[config.mk]
export PLATFORM = sky130hd
export DESIGN_NAME = dual_motor_command_ramp_kick_core
export DESIGN_NICKNAME = d
export VERILOG_FILES = /design/src/dmcrk_pkg.sv /design/src/dmcrk_cfg.sv /design/src/dmcrk_front.sv /design/src/dmcrk_fifo.sv /design/src/dmcrk_back.sv /design/src/dual_motor_command_ramp_kick_core.sv
export VERILOG_INCLUDE_DIRS = /design/src /design/src/src
export SDC_FILE = /design/constraint.sdc
export NUM_CORES = 1
export LEC_CHECK = 0
export BUFFER_PORTS_ARGS = -buffer_cell sky130_fd_sc_hd__buf_2
export CAP_MARGIN = 30
export CORE_MARGIN = 4
export CORE_UTILIZATION = 60
export CTS_CLUSTER_SIZE = 30
export DETAILED_ROUTE_END_ITERATION = 16
export PLACE_DENSITY = 0.76
export SETUP_SLACK_MARGIN = 0.2
export SYNTH_ARGS = -nofsm -noshare
export SYNTH_HDL_FRONTEND = slang
export SYNTH_SLANG_ARGS = --single-unit
[constraint.sdc]
create_clock -name clk_i -period 13.1 [get_ports clk_i]
set_input_delay 1.31 -clock clk_i [delete_from_list [all_inputs] [get_ports clk_i]]
set_output_delay 1.31 -clock clk_i [all_outputs]
set_load 0.01 [all_outputs]
[src/dual_motor_command_ramp_kick_core_assert.svh]
// Assertion macros shared by the motor command block's modules.
`ifndef DUAL_MOTOR_COMMAND_RAMP_KICK_CORE_ASSERT_SVH
`define DUAL_MOTOR_COMMAND_RAMP_KICK_CORE_ASSERT_SVH

// Same-cycle implication, sampled on clk_i, off while rst_ni is low.
`define DMCRK_ASSERT_IMPL(label, ante, cons, msg) \
  label: assert property (@(posedge clk_i) disable iff (!rst_ni) (ante) |-> (cons)) \
    else $error(msg);

// Next-cycle implication, sampled on clk_i, off while rst_ni is low.
`define DMCRK_ASSERT_NEXT(label, ante, cons, msg) \
  label: assert property (@(posedge clk_i) disable iff (!rst_ni) (ante) |=> (cons)) \
    else $error(msg);

`endif

[src/dmcrk_pkg.sv]
// Shared constants, codes and types of the motor command block.
package dmcrk_pkg;

  localparam int DUTY_MAX   = 255;
  localparam int TIMER_BITS = 16;
  localparam int DUTY_W     = $clog2(DUTY_MAX + 1);
  localparam int VAL_W      = DUTY_W + 1;
  localparam int IN_W       = 11;
  localparam int SUM_W      = IN_W + 1;
  localparam int FIFO_DEPTH = 2;

  typedef enum logic [2:0] {
    FUNC_TICK     = 3'd0,
    FUNC_TANK     = 3'd1,
    FUNC_TWIST    = 3'd2,
    FUNC_LEFT     = 3'd3,
    FUNC_RIGHT    = 3'd4,
    FUNC_STOP     = 3'd5,
    FUNC_ENABLE   = 3'd6,
    FUNC_DISABLE  = 3'd7
  } func_e;

  typedef enum logic [1:0] {
    REG_RAMP_STEP  = 2'd0,
    REG_KICK_DUTY  = 2'd1,
    REG_KICK_TICKS = 2'd2,
    REG_NONE       = 2'd3
  } reg_e;

  // Classified command: saturated left and right values.
  typedef struct packed {
    func_e                   op;
    logic signed [VAL_W-1:0] val_l;
    logic signed [VAL_W-1:0] val_r;
  } cmd_t;

  typedef struct packed {
    logic [DUTY_W-1:0]     ramp_step;
    logic [DUTY_W-1:0]     kick_duty;
    logic [TIMER_BITS-1:0] kick_ticks;
  } cfg_t;

endpackage

[src/dmcrk_cfg.sv]
// APB register file: ramp step, kick duty and kick length.
module dmcrk_cfg
  import dmcrk_pkg::*;
(
  input  logic        clk_i,
  input  logic        rst_ni,
  input  logic        psel,
  input  logic        penable,
  input  logic        pwrite,
  input  logic [3:0]  paddr,
  input  logic [31:0] pwdata,
  output logic [31:0] prdata,
  output logic        pready,
  output cfg_t        cfg_o
);

  cfg_t  cfg_q;
  cfg_t  cfg_d;
  reg_e  sel;
  logic  wr_en;

  assign sel    = reg_e'(paddr[3:2]);
  assign wr_en  = psel && penable && pwrite;
  assign pready = 1'b1;
  assign cfg_o  = cfg_q;

  always_comb begin
    cfg_d = cfg_q;
    if (wr_en) begin
      case (sel)
        REG_RAMP_STEP: begin
          // a zero step would stall ramping; store it as one
          cfg_d.ramp_step = (pwdata[DUTY_W-1:0] == '0) ? DUTY_W'(1) : pwdata[DUTY_W-1:0];
        end
        REG_KICK_DUTY:  cfg_d.kick_duty  = pwdata[DUTY_W-1:0];
        REG_KICK_TICKS: cfg_d.kick_ticks = pwdata[TIMER_BITS-1:0];
        default: ;
      endcase
    end
  end

  always_comb begin
    case (sel)
      REG_RAMP_STEP:  prdata = 32'(cfg_q.ramp_step);
      REG_KICK_DUTY:  prdata = 32'(cfg_q.kick_duty);
      REG_KICK_TICKS: prdata = 32'(cfg_q.kick_ticks);
      default:        prdata = '0;
    endcase
  end

  always_ff @(posedge clk_i or negedge rst_ni) begin
    if (!rst_ni) begin
      cfg_q.ramp_step  <= DUTY_W'(DUTY_MAX);
      cfg_q.kick_duty  <= '0;
      cfg_q.kick_ticks <= '0;
    end else begin
      cfg_q <= cfg_d;
    end
  end

endmodule

[src/dmcrk_front.sv]
// Front end: takes requests, decodes the function and saturates the values.
module dmcrk_front
  import dmcrk_pkg::*;
(
  input  logic                   in_valid_i,
  output logic                   in_ready_o,
  input  logic [2:0]             func_i,
  input  logic signed [IN_W-1:0] value_a_i,
  input  logic signed [IN_W-1:0] value_b_i,
  input  logic                   fifo_full_i,
  output logic                   push_o,
  output cmd_t                   cmd_o
);

  localparam logic signed [SUM_W-1:0] SatHi = SUM_W'(DUTY_MAX);
  localparam logic signed [SUM_W-1:0] SatLo = -SatHi;

  function automatic logic signed [VAL_W-1:0] sat_val(input logic signed [SUM_W-1:0] v);
    logic signed [SUM_W-1:0] r;
    r = v;
    if (v > SatHi) r = SatHi;
    if (v < SatLo) r = SatLo;
    return r[VAL_W-1:0];
  endfunction

  logic signed [SUM_W-1:0] a_ext;
  logic signed [SUM_W-1:0] b_ext;
  func_e                   op;

  assign a_ext = SUM_W'(value_a_i);
  assign b_ext = SUM_W'(value_b_i);
  assign op    = func_e'(func_i);

  assign in_ready_o = !fifo_full_i;
  assign push_o     = in_valid_i && !fifo_full_i;

  always_comb begin
    cmd_o.op    = op;
    cmd_o.val_l = '0;
    cmd_o.val_r = '0;
    case (op)
      FUNC_TANK: begin
        cmd_o.val_l = sat_val(a_ext);
        cmd_o.val_r = sat_val(b_ext);
      end
      FUNC_TWIST: begin
        cmd_o.val_l = sat_val(a_ext - b_ext);
        cmd_o.val_r = sat_val(a_ext + b_ext);
      end
      FUNC_LEFT:  cmd_o.val_l = sat_val(a_ext);
      // right target travels on the right lane
      FUNC_RIGHT: cmd_o.val_r = sat_val(a_ext);
      default: ;
    endcase
  end

endmodule

[src/dmcrk_fifo.sv]
// Short command queue between the front and back ends.
module dmcrk_fifo
  import dmcrk_pkg::*;
(
  input  logic clk_i,
  input  logic rst_ni,
  input  logic push_i,
  input  cmd_t push_data_i,
  output logic full_o,
  input  logic pop_i,
  output logic empty_o,
  output cmd_t pop_data_o
);

  localparam int PTR_W = (FIFO_DEPTH > 1) ? $clog2(FIFO_DEPTH) : 1;
  localparam int CNT_W = $clog2(FIFO_DEPTH + 1);

  cmd_t             mem_q [FIFO_DEPTH];
  logic [PTR_W-1:0] wr_ptr_q, wr_ptr_d;
  logic [PTR_W-1:0] rd_ptr_q, rd_ptr_d;
  logic [CNT_W-1:0] count_q, count_d;

  assign full_o     = (count_q == CNT_W'(FIFO_DEPTH));
  assign empty_o    = (count_q == '0);
  assign pop_data_o = mem_q[rd_ptr_q];

  always_comb begin
    wr_ptr_d = wr_ptr_q;
    rd_ptr_d = rd_ptr_q;
    count_d  = count_q;
    if (push_i) begin
      wr_ptr_d = (wr_ptr_q == PTR_W'(FIFO_DEPTH - 1)) ? '0 : wr_ptr_q + PTR_W'(1);
    end
    if (pop_i) begin
      rd_ptr_d = (rd_ptr_q == PTR_W'(FIFO_DEPTH - 1)) ? '0 : rd_ptr_q + PTR_W'(1);
    end
    if (push_i && !pop_i) begin
      count_d = count_q + CNT_W'(1);
    end else if (!push_i && pop_i) begin
      count_d = count_q - CNT_W'(1);
    end
  end

  always_ff @(posedge clk_i or negedge rst_ni) begin
    if (!rst_ni) begin
      wr_ptr_q <= '0;
      rd_ptr_q <= '0;
      count_q  <= '0;
    end else begin
      wr_ptr_q <= wr_ptr_d;
      rd_ptr_q <= rd_ptr_d;
      count_q  <= count_d;
    end
  end

  always_ff @(posedge clk_i) begin
    if (push_i) begin
      mem_q[wr_ptr_q] <= push_data_i;
    end
  end

`include "dual_motor_command_ramp_kick_core_assert.svh"

  `DMCRK_ASSERT_IMPL(a_no_push_full, push_i, !full_o, "push into full queue")
  `DMCRK_ASSERT_IMPL(a_no_pop_empty, pop_i, !empty_o, "pop from empty queue")
  `DMCRK_ASSERT_IMPL(a_ptr_match, empty_o || full_o, wr_ptr_q == rd_ptr_q, "queue pointers out of step")

endmodule

[src/dmcrk_back.sv]
// Back end: channel state, ramping, kick timers and the result register.
module dmcrk_back
  import dmcrk_pkg::*;
(
  input  logic              clk_i,
  input  logic              rst_ni,
  input  cfg_t              cfg_i,
  input  logic              fifo_empty_i,
  input  cmd_t              cmd_i,
  output logic              pop_o,
  output logic              out_valid_o,
  input  logic              out_ready_i,
  output logic [DUTY_W-1:0] left_duty_o,
  output logic              left_forward_o,
  output logic [DUTY_W-1:0] right_duty_o,
  output logic              right_forward_o,
  output logic              standby_release_o,
  output logic              running_o,
  output logic              left_kicking_o,
  output logic              right_kicking_o
);

  typedef struct packed {
    logic signed [VAL_W-1:0] goal;
    logic signed [VAL_W-1:0] now;
    logic                    armed;
    logic [TIMER_BITS-1:0]   rem;
    logic [DUTY_W-1:0]       duty;
    logic                    fwd;
  } chan_t;

  typedef struct packed {
    logic [DUTY_W-1:0] duty;
    logic              fwd;
    logic              armed;
  } drv_t;

  function automatic logic signed [VAL_W-1:0] ramp_toward(
    input logic signed [VAL_W-1:0] cur,
    input logic signed [VAL_W-1:0] goal,
    input logic [DUTY_W-1:0]       step
  );
    logic signed [VAL_W:0] diff;
    logic signed [VAL_W:0] mag;
    logic signed [VAL_W:0] stp;
    logic signed [VAL_W:0] nxt;
    diff = (VAL_W+1)'(goal) - (VAL_W+1)'(cur);
    mag  = (diff < 0) ? -diff : diff;
    stp  = (VAL_W+1)'({1'b0, step});
    nxt  = (diff > 0) ? (VAL_W+1)'(cur) + stp : (VAL_W+1)'(cur) - stp;
    if (mag <= stp) return goal;
    return nxt[VAL_W-1:0];
  endfunction

  function automatic drv_t drive(
    input logic signed [VAL_W-1:0] now,
    input logic                    armed,
    input logic                    rem_zero,
    input logic [DUTY_W-1:0]       kd,
    input logic                    fwd_old
  );
    drv_t                    r;
    logic signed [VAL_W-1:0] m;
    m       = (now < 0) ? -now : now;
    r.duty  = m[DUTY_W-1:0];
    r.fwd   = fwd_old;
    r.armed = armed;
    if (now == '0) begin
      r.duty = '0;
    end else begin
      if (armed && rem_zero) begin
        r.armed = 1'b0;
      end else if (armed && (m[DUTY_W-1:0] < kd)) begin
        // lift a small duty while the kick runs
        r.duty = kd;
      end
      r.fwd = (now > 0);
    end
    return r;
  endfunction

  chan_t left_q, left_d;
  chan_t right_q, right_d;
  logic  run_q, run_d;
  logic  stby_q, stby_d;
  logic  out_valid_q;

  logic [DUTY_W-1:0] left_duty_q, right_duty_q;
  logic              left_fwd_q, right_fwd_q;
  logic              stby_out_q, run_out_q, left_kick_q, right_kick_q;

  drv_t  drv_l, drv_r;
  chan_t pre_l, pre_r;
  logic  arm_l, arm_r;

  assign pop_o = !fifo_empty_i && (!out_valid_q || out_ready_i);

  always_comb begin
    left_d  = left_q;
    right_d = right_q;
    run_d   = run_q;
    stby_d  = stby_q;
    pre_l   = left_q;
    pre_r   = right_q;
    arm_l   = (left_q.now == '0) && (cmd_i.val_l != '0);
    arm_r   = (right_q.now == '0) && (cmd_i.val_r != '0);

    if (cmd_i.op == FUNC_TICK) begin
      pre_l.rem = left_q.rem - TIMER_BITS'(left_q.rem != '0);
      pre_r.rem = right_q.rem - TIMER_BITS'(right_q.rem != '0);
      pre_l.now = ramp_toward(left_q.now, left_q.goal, cfg_i.ramp_step);
      pre_r.now = ramp_toward(right_q.now, right_q.goal, cfg_i.ramp_step);
    end else begin
      pre_l.goal = cmd_i.val_l;
      pre_r.goal = cmd_i.val_r;
      pre_l.now  = cmd_i.val_l;
      pre_r.now  = cmd_i.val_r;
      if (arm_l) begin
        pre_l.armed = 1'b1;
        pre_l.rem   = cfg_i.kick_ticks;
      end
      if (arm_r) begin
        pre_r.armed = 1'b1;
        pre_r.rem   = cfg_i.kick_ticks;
      end
    end

    drv_l = drive(pre_l.now, pre_l.armed, pre_l.rem == '0, cfg_i.kick_duty, pre_l.fwd);
    drv_r = drive(pre_r.now, pre_r.armed, pre_r.rem == '0, cfg_i.kick_duty, pre_r.fwd);

    if (pop_o) begin
      case (cmd_i.op)
        FUNC_TICK: begin
          left_d.rem  = pre_l.rem;
          right_d.rem = pre_r.rem;
          if (run_q) begin
            left_d.now    = pre_l.now;
            right_d.now   = pre_r.now;
            left_d.duty   = drv_l.duty;
            left_d.fwd    = drv_l.fwd;
            left_d.armed  = drv_l.armed;
            right_d.duty  = drv_r.duty;
            right_d.fwd   = drv_r.fwd;
            right_d.armed = drv_r.armed;
          end
        end
        FUNC_TANK, FUNC_TWIST: begin
          run_d = 1'b1;
          left_d  = pre_l;
          right_d = pre_r;
          left_d.duty   = drv_l.duty;
          left_d.fwd    = drv_l.fwd;
          left_d.armed  = drv_l.armed;
          right_d.duty  = drv_r.duty;
          right_d.fwd   = drv_r.fwd;
          right_d.armed = drv_r.armed;
        end
        FUNC_LEFT:  left_d.goal  = cmd_i.val_l;
        FUNC_RIGHT: right_d.goal = cmd_i.val_r;
        FUNC_ENABLE: begin
          stby_d = 1'b1;
          run_d  = 1'b1;
        end
        default: begin
          // stop and disable: drop goals, positions and duties
          left_d.goal  = '0;
          left_d.now   = '0;
          left_d.duty  = '0;
          right_d.goal = '0;
          right_d.now  = '0;
          right_d.duty = '0;
          run_d        = 1'b0;
          if (cmd_i.op == FUNC_DISABLE) begin
            stby_d = 1'b0;
          end
        end
      endcase
    end
  end

  always_ff @(posedge clk_i or negedge rst_ni) begin
    if (!rst_ni) begin
      left_q      <= '{goal: '0, now: '0, armed: 1'b0, rem: '0, duty: '0, fwd: 1'b1};
      right_q     <= '{goal: '0, now: '0, armed: 1'b0, rem: '0, duty: '0, fwd: 1'b1};
      run_q       <= 1'b0;
      stby_q      <= 1'b0;
      out_valid_q <= 1'b0;
    end else begin
      left_q  <= left_d;
      right_q <= right_d;
      run_q   <= run_d;
      stby_q  <= stby_d;
      if (pop_o) begin
        out_valid_q <= 1'b1;
      end else if (out_ready_i) begin
        out_valid_q <= 1'b0;
      end
    end
  end

  // result register: load the pin state each command leaves behind
  always_ff @(posedge clk_i) begin
    if (pop_o) begin
      left_duty_q  <= left_d.duty;
      left_fwd_q   <= left_d.fwd;
      right_duty_q <= right_d.duty;
      right_fwd_q  <= right_d.fwd;
      stby_out_q   <= stby_d;
      run_out_q    <= run_d;
      left_kick_q  <= left_d.armed;
      right_kick_q <= right_d.armed;
    end
  end

  assign out_valid_o       = out_valid_q;
  assign left_duty_o       = left_duty_q;
  assign left_forward_o    = left_fwd_q;
  assign right_duty_o      = right_duty_q;
  assign right_forward_o   = right_fwd_q;
  assign standby_release_o = stby_out_q;
  assign running_o         = run_out_q;
  assign left_kicking_o    = left_kick_q;
  assign right_kicking_o   = right_kick_q;

`include "dual_motor_command_ramp_kick_core_assert.svh"

  `DMCRK_ASSERT_NEXT(a_disable_standby, pop_o && (cmd_i.op == FUNC_DISABLE), !stby_q && !run_q, "disable left standby or run set")
  `DMCRK_ASSERT_IMPL(a_left_duty_now, left_q.duty != '0, left_q.now != '0, "left duty without position")
  `DMCRK_ASSERT_IMPL(a_right_duty_now, right_q.duty != '0, right_q.now != '0, "right duty without position")

endmodule

[src/dual_motor_command_ramp_kick_core.sv]
// Top level of the two-channel motor command block with slew limit and kick-start.
//
//  channel | handshake                  | payload
//  --------+----------------------------+-----------------------------------------------
//  in      | in_valid_i / in_ready_o    | func_i, value_a_i, value_b_i
//  out     | out_valid_o / out_ready_i  | duties, directions, standby, running, kicking
//  cfg     | psel, penable, pwrite      | paddr, pwdata, prdata (pready tied high)
//
// One request per cycle sustained while the output is taken; a result appears in the cycle
// after its command is taken from the two-entry queue by the back end.
// The back end retires one command per cycle while the result register is free or
// being taken; the queue absorbs two requests while the output stalls.
// Reset (rst_ni low, asynchronous) empties the queue, clears channel state and
// restores the register defaults; no clearing pass is needed.
module dual_motor_command_ramp_kick_core
  import dmcrk_pkg::*;
(
  input  logic                   clk_i,
  input  logic                   rst_ni,
  input  logic                   in_valid_i,
  output logic                   in_ready_o,
  input  logic [2:0]             func_i,
  input  logic signed [IN_W-1:0] value_a_i,
  input  logic signed [IN_W-1:0] value_b_i,
  output logic                   out_valid_o,
  input  logic                   out_ready_i,
  output logic [DUTY_W-1:0]      left_duty_o,
  output logic                   left_forward_o,
  output logic [DUTY_W-1:0]      right_duty_o,
  output logic                   right_forward_o,
  output logic                   standby_release_o,
  output logic                   running_o,
  output logic                   left_kicking_o,
  output logic                   right_kicking_o,
  input  logic                   psel,
  input  logic                   penable,
  input  logic                   pwrite,
  input  logic [3:0]             paddr,
  input  logic [31:0]            pwdata,
  output logic [31:0]            prdata,
  output logic                   pready
);

  cfg_t cfg;
  cmd_t push_cmd;
  cmd_t pop_cmd;
  logic push;
  logic pop;
  logic fifo_full;
  logic fifo_empty;

  dmcrk_cfg u_cfg (
    .clk_i   (clk_i),
    .rst_ni  (rst_ni),
    .psel    (psel),
    .penable (penable),
    .pwrite  (pwrite),
    .paddr   (paddr),
    .pwdata  (pwdata),
    .prdata  (prdata),
    .pready  (pready),
    .cfg_o   (cfg)
  );

  dmcrk_front u_front (
    .in_valid_i  (in_valid_i),
    .in_ready_o  (in_ready_o),
    .func_i      (func_i),
    .value_a_i   (value_a_i),
    .value_b_i   (value_b_i),
    .fifo_full_i (fifo_full),
    .push_o      (push),
    .cmd_o       (push_cmd)
  );

  dmcrk_fifo u_fifo (
    .clk_i       (clk_i),
    .rst_ni      (rst_ni),
    .push_i      (push),
    .push_data_i (push_cmd),
    .full_o      (fifo_full),
    .pop_i       (pop),
    .empty_o     (fifo_empty),
    .pop_data_o  (pop_cmd)
  );

  dmcrk_back u_back (
    .clk_i             (clk_i),
    .rst_ni            (rst_ni),
    .cfg_i             (cfg),
    .fifo_empty_i      (fifo_empty),
    .cmd_i             (pop_cmd),
    .pop_o             (pop),
    .out_valid_o       (out_valid_o),
    .out_ready_i       (out_ready_i),
    .left_duty_o       (left_duty_o),
    .left_forward_o    (left_forward_o),
    .right_duty_o      (right_duty_o),
    .right_forward_o   (right_forward_o),
    .standby_release_o (standby_release_o),
    .running_o         (running_o),
    .left_kicking_o    (left_kicking_o),
    .right_kicking_o   (right_kicking_o)
  );

endmodule
==> results by group <==
Synth
  • Unique masters post-synth: 95
  • Synth Register Bits: between 150 and 200
  • Share of the synthesized area in the top cell type: 19.8%
  • Mapped Avg Cell Area: slightly below 9 µm²
  • Synth top area cells: dfrtp_1 (20%), edfxtp_1 (13%), ha_1 (8.1%), o21ai_0 (4.1%), mux2i_1 (4.0%)
  • Cell count after synthesis: roughly 1.7k
  • Seq/Total Area, Yosys: ~35%
  • Cell taking the most area after synthesis: dfrtp_1
  • Warnings, synthesis: 0
  • EDFF count, synth: 64
  • Asr flop ratio synth: 66.5%
  • Synthesized cell area: 14,800 µm²
  • Main synth FF type: dfrtp_1

Clock network
  • H-Tree Depth: 4
  • CTS tree: done
  • Clock-pin transition on the worst setup and hold timing paths: 0.08 ns
  • Num CTS Buffers: 17
  • Setup bufs post-CTS: 0
  • Worst-Skew Late Latency: 0.45 ns
  • Clock sink count: 191
  • Cts hold-fix bufs: 0
  • Root Buffer Master: clkbuf_16
  • Longest Clk Path Bufs: 2
  • CTS-repair resized insts: 0

Global route
  • Grt total ovfl: 0
  • Largest net degree at the start of global routing: 66
  • Antenna violations before repair: 0
  • Vias in the first global route: ~13k
  • Global-route wire length before repair: 66.0 mm
  • Gr usage total: 30.6%

Critical path
  • Top delay family on crit path: compound AO/OA/AOI/OAI gates
  • Crit. End Element: flip-flop
  • Slowest cell on the critical path: o41ai_2
  • Worst path max stage delay: 0.94 ns
  • Worst Path Required: around 13 ns
  • CP arrival: 9.16 ns
  • Worst path bufs/invs: 3
  • Crit-path max FO: 13
  • Crit path kind: reg2reg
  • CP Launch Type: flip-flop

Placement
  • Number of port buffers: 89
  • Dpl hpwl: 31.1 mm
  • Gpl congestion: 0.951
  • Pre-CTS setup slack: roughly 4.3 ns
  • Placed cell area: around 15,000 µm²

Layout
  • Layout cells sized above 1: around 12%
  • # diodes: 0
  • Area Overhead vs Synth: 9.23%
  • Final instance area: 16,200 µm²
  • Fin nets: ~1.9k

Timing
  • Slew @ Worst Pin: approximately 1 ns
  • Setup TNS: 0 ns
  • Final slew viol count: 0
  • Minimum clock period: between 8 and 9 ns
  • Highest Clock Rate: 112 MHz
  • Setup slack after layout: 4.15 ns
  • # setup viols final: 0
  • Max_slew headroom: 32.9%
  • Final Cycle Share: 68.3%
  • Fin. Hold Viols: 0
  • Worst Clk Skew: 0.0121 ns
  • RSZ-0062 raised after global routing: no

Run
  • Maxcap violations: 0

Floorplan
  • Initial Utilization: between 60% and 70%
  • Ports: 125
  • Placeable Area: 24,300 µm²
  • Die Y: 165 µm
  • Row count: 57
  • Die span in x: around 170 µm
  • Die area: ~27,000 µm²

Drt
  • 1st-iter DRT viols: 1,268
  • DR WL/cell: 20.1 µm
  • Number of routed nets with antenna violations: 0
  • Vias: 13.4k
  • Drt pass-1 iters: 8
  • DRC Markers: 0
  • WL final: 41.8 mm
  • Vias per inst: between 6 and 7

Status
  • Status: completed

Worst hold path
  • Worst Hold Class: reg2reg
registers in the layout, summed over array words and instances, names as in the netlist:
signal                    count
u_back.left_duty_o            8
u_back.left_q                44
u_back.out_valid_o            1
u_back.left_kicking_o         1
u_back.pre_r                  9
u_back.right_q               35
u_back.left_forward_o         1
u_fifo.rd_ptr_q               1
u_back.right_duty_o           8
u_fifo.count_q                2
u_back.running_o              1
u_back.stby_q                 1
u_back.standby_release_o      1
u_cfg.cfg_o                  32
u_back.right_forward_o        1
u_fifo.wr_ptr_q               1
u_back.right_kicking_o        1
u_back.run_q                  1
u_fifo.mem_q                 42
layout make-up:
| type | count | area (µm²) |
|---|---|---|
| Timing Repair Buffer | 105 | 593 |
| Fill cell | 2016 | 8160 |
| Sequential cell | 191 | 5110 |
| Tap cell | 324 | 405 |
| Clock inverter | 14 | 188 |
| Clock buffer | 18 | 450 |
| Inverter | 97 | 364 |
| Multi-Input combinational cell | 1325 | 9050 |
logic make-up (layout without fill, tap and decap cells):
family / after synthesis / after routing / synth area share [%]
flip-flops: 191 / 191 / 34.6
buffers and inverters: 174 / 234 / 4.88
other: 2 / 17 / 0.0508
adder cells (fa/ha/maj): 102 / 102 / 8.93
multiplexers: 88 / 88 / 6.20
XOR/XNOR: 92 / 92 / 5.55
AO/OA/AOI/OAI: 468 / 468 / 21.1
AND/OR/NAND/NOR: 558 / 558 / 18.7
path summary, 6_finish.rpt:
| check | from | end | slack, ns | cells after the start |
|---|---|---|---|---|
| max reg2reg | u_back.left_q[35]$_DFFE_PN0P_ | u_back.left_duty_o[6]$_DFFE_PP_ | 4.15 | 35 |
| max | u_back.left_q[35]$_DFFE_PN0P_ | u_back.left_duty_o[6]$_DFFE_PP_ | 4.15 | 35 |
| min | u_back.left_q[7]$_DFF_PN0_ | u_back.left_q[7]$_DFF_PN0_ | 0.48 | 1 |
| min reg2reg | u_back.left_q[7]$_DFF_PN0_ | u_back.left_q[7]$_DFF_PN0_ | 0.48 | 1 |
| min in group asynchronous | rst_ni | u_back.left_q[37]$_DFFE_PN0P_ | 0.84 | 1 |
| max in group asynchronous | rst_ni | u_back.right_q[36]$_DFFE_PN0P_ | 10.96 | 2 |
synth_stat cells, types with 9 or more instances:
library cell and n:
a21o_1 21, a21oi_1 102, a22o_1 21, a31oi_1 21
and2_1 20, and4_1 9, buf_4 17, clkbuf_1 51
dfrtp_1 117, dfstp_2 10, edfxtp_1 64, ha_1 96
inv_1 96, mux2_2 29, mux2i_1 59, nand2_1 150
nand2b_1 18, nand3_1 35, nand4_1 18, nor2_1 151
nor2b_1 21, nor3_1 44, nor4_1 26, o211ai_1 9
o21a_1 11, o21ai_0 122, o21ai_1 17, o22ai_1 27
o31ai_1 18, or3_1 12, or4_1 10, xnor2_1 67
xor2_1 23
per-layer routing:
metal	wire (µm)	up-vias	global-route usage, %
met2	19900	620	50.0
met4	1510	0	12.0
li1	-	6272	-
met1	17200	6427	40.3
met3	3160	123	5.64
met5	0	-	0
metrics by stage:
| stage | utilization, % | cells | hold WS [ns] |
|---|---|---|---|
| floorplan | - | 1690 | 0.441 |
| global placement | 63.7 | 2040 | 0.453 |
| detailed placement | 63.7 | 2041 | 0.466 |
| CTS | 66.3 | 2073 | 0.483 |
| global route | 66.4 | 2074 | 0.504 |
| finish | 66.4 | 2074 | 0.485 |
layout by cell type, fill, tap and decap left out, types with 8 or more instances in the layout:
cell and count:
dfrtp_1 117, xor2_1 23, buf_4 14, nand3_1 34, nor3_1 44, nor4_1 26
o22ai_1 27, or4_1 10, mux2_2 29, edfxtp_1 64, o31ai_1 18, buf_2 88
o21ai_0 122, a31oi_1 20, nand2b_1 18, xnor2_1 67, dfstp_2 10, a22o_1 21
conb_1 17, o211ai_1 9, or3_1 12, a21oi_1 101, and2_1 20, nor2_1 151
nand4_1 18, ha_1 96, mux2i_1 59, a21o_1 21, nor2b_1 21, inv_1 96
o21a_1 11, and4_1 9, clkbuf_16 19, nand2_1 150, o221ai_1 8, o21ai_1 17
Power is not shown: default switching activity piles up to over one toggle a cycle in this logic, so the estimate is an artifact.
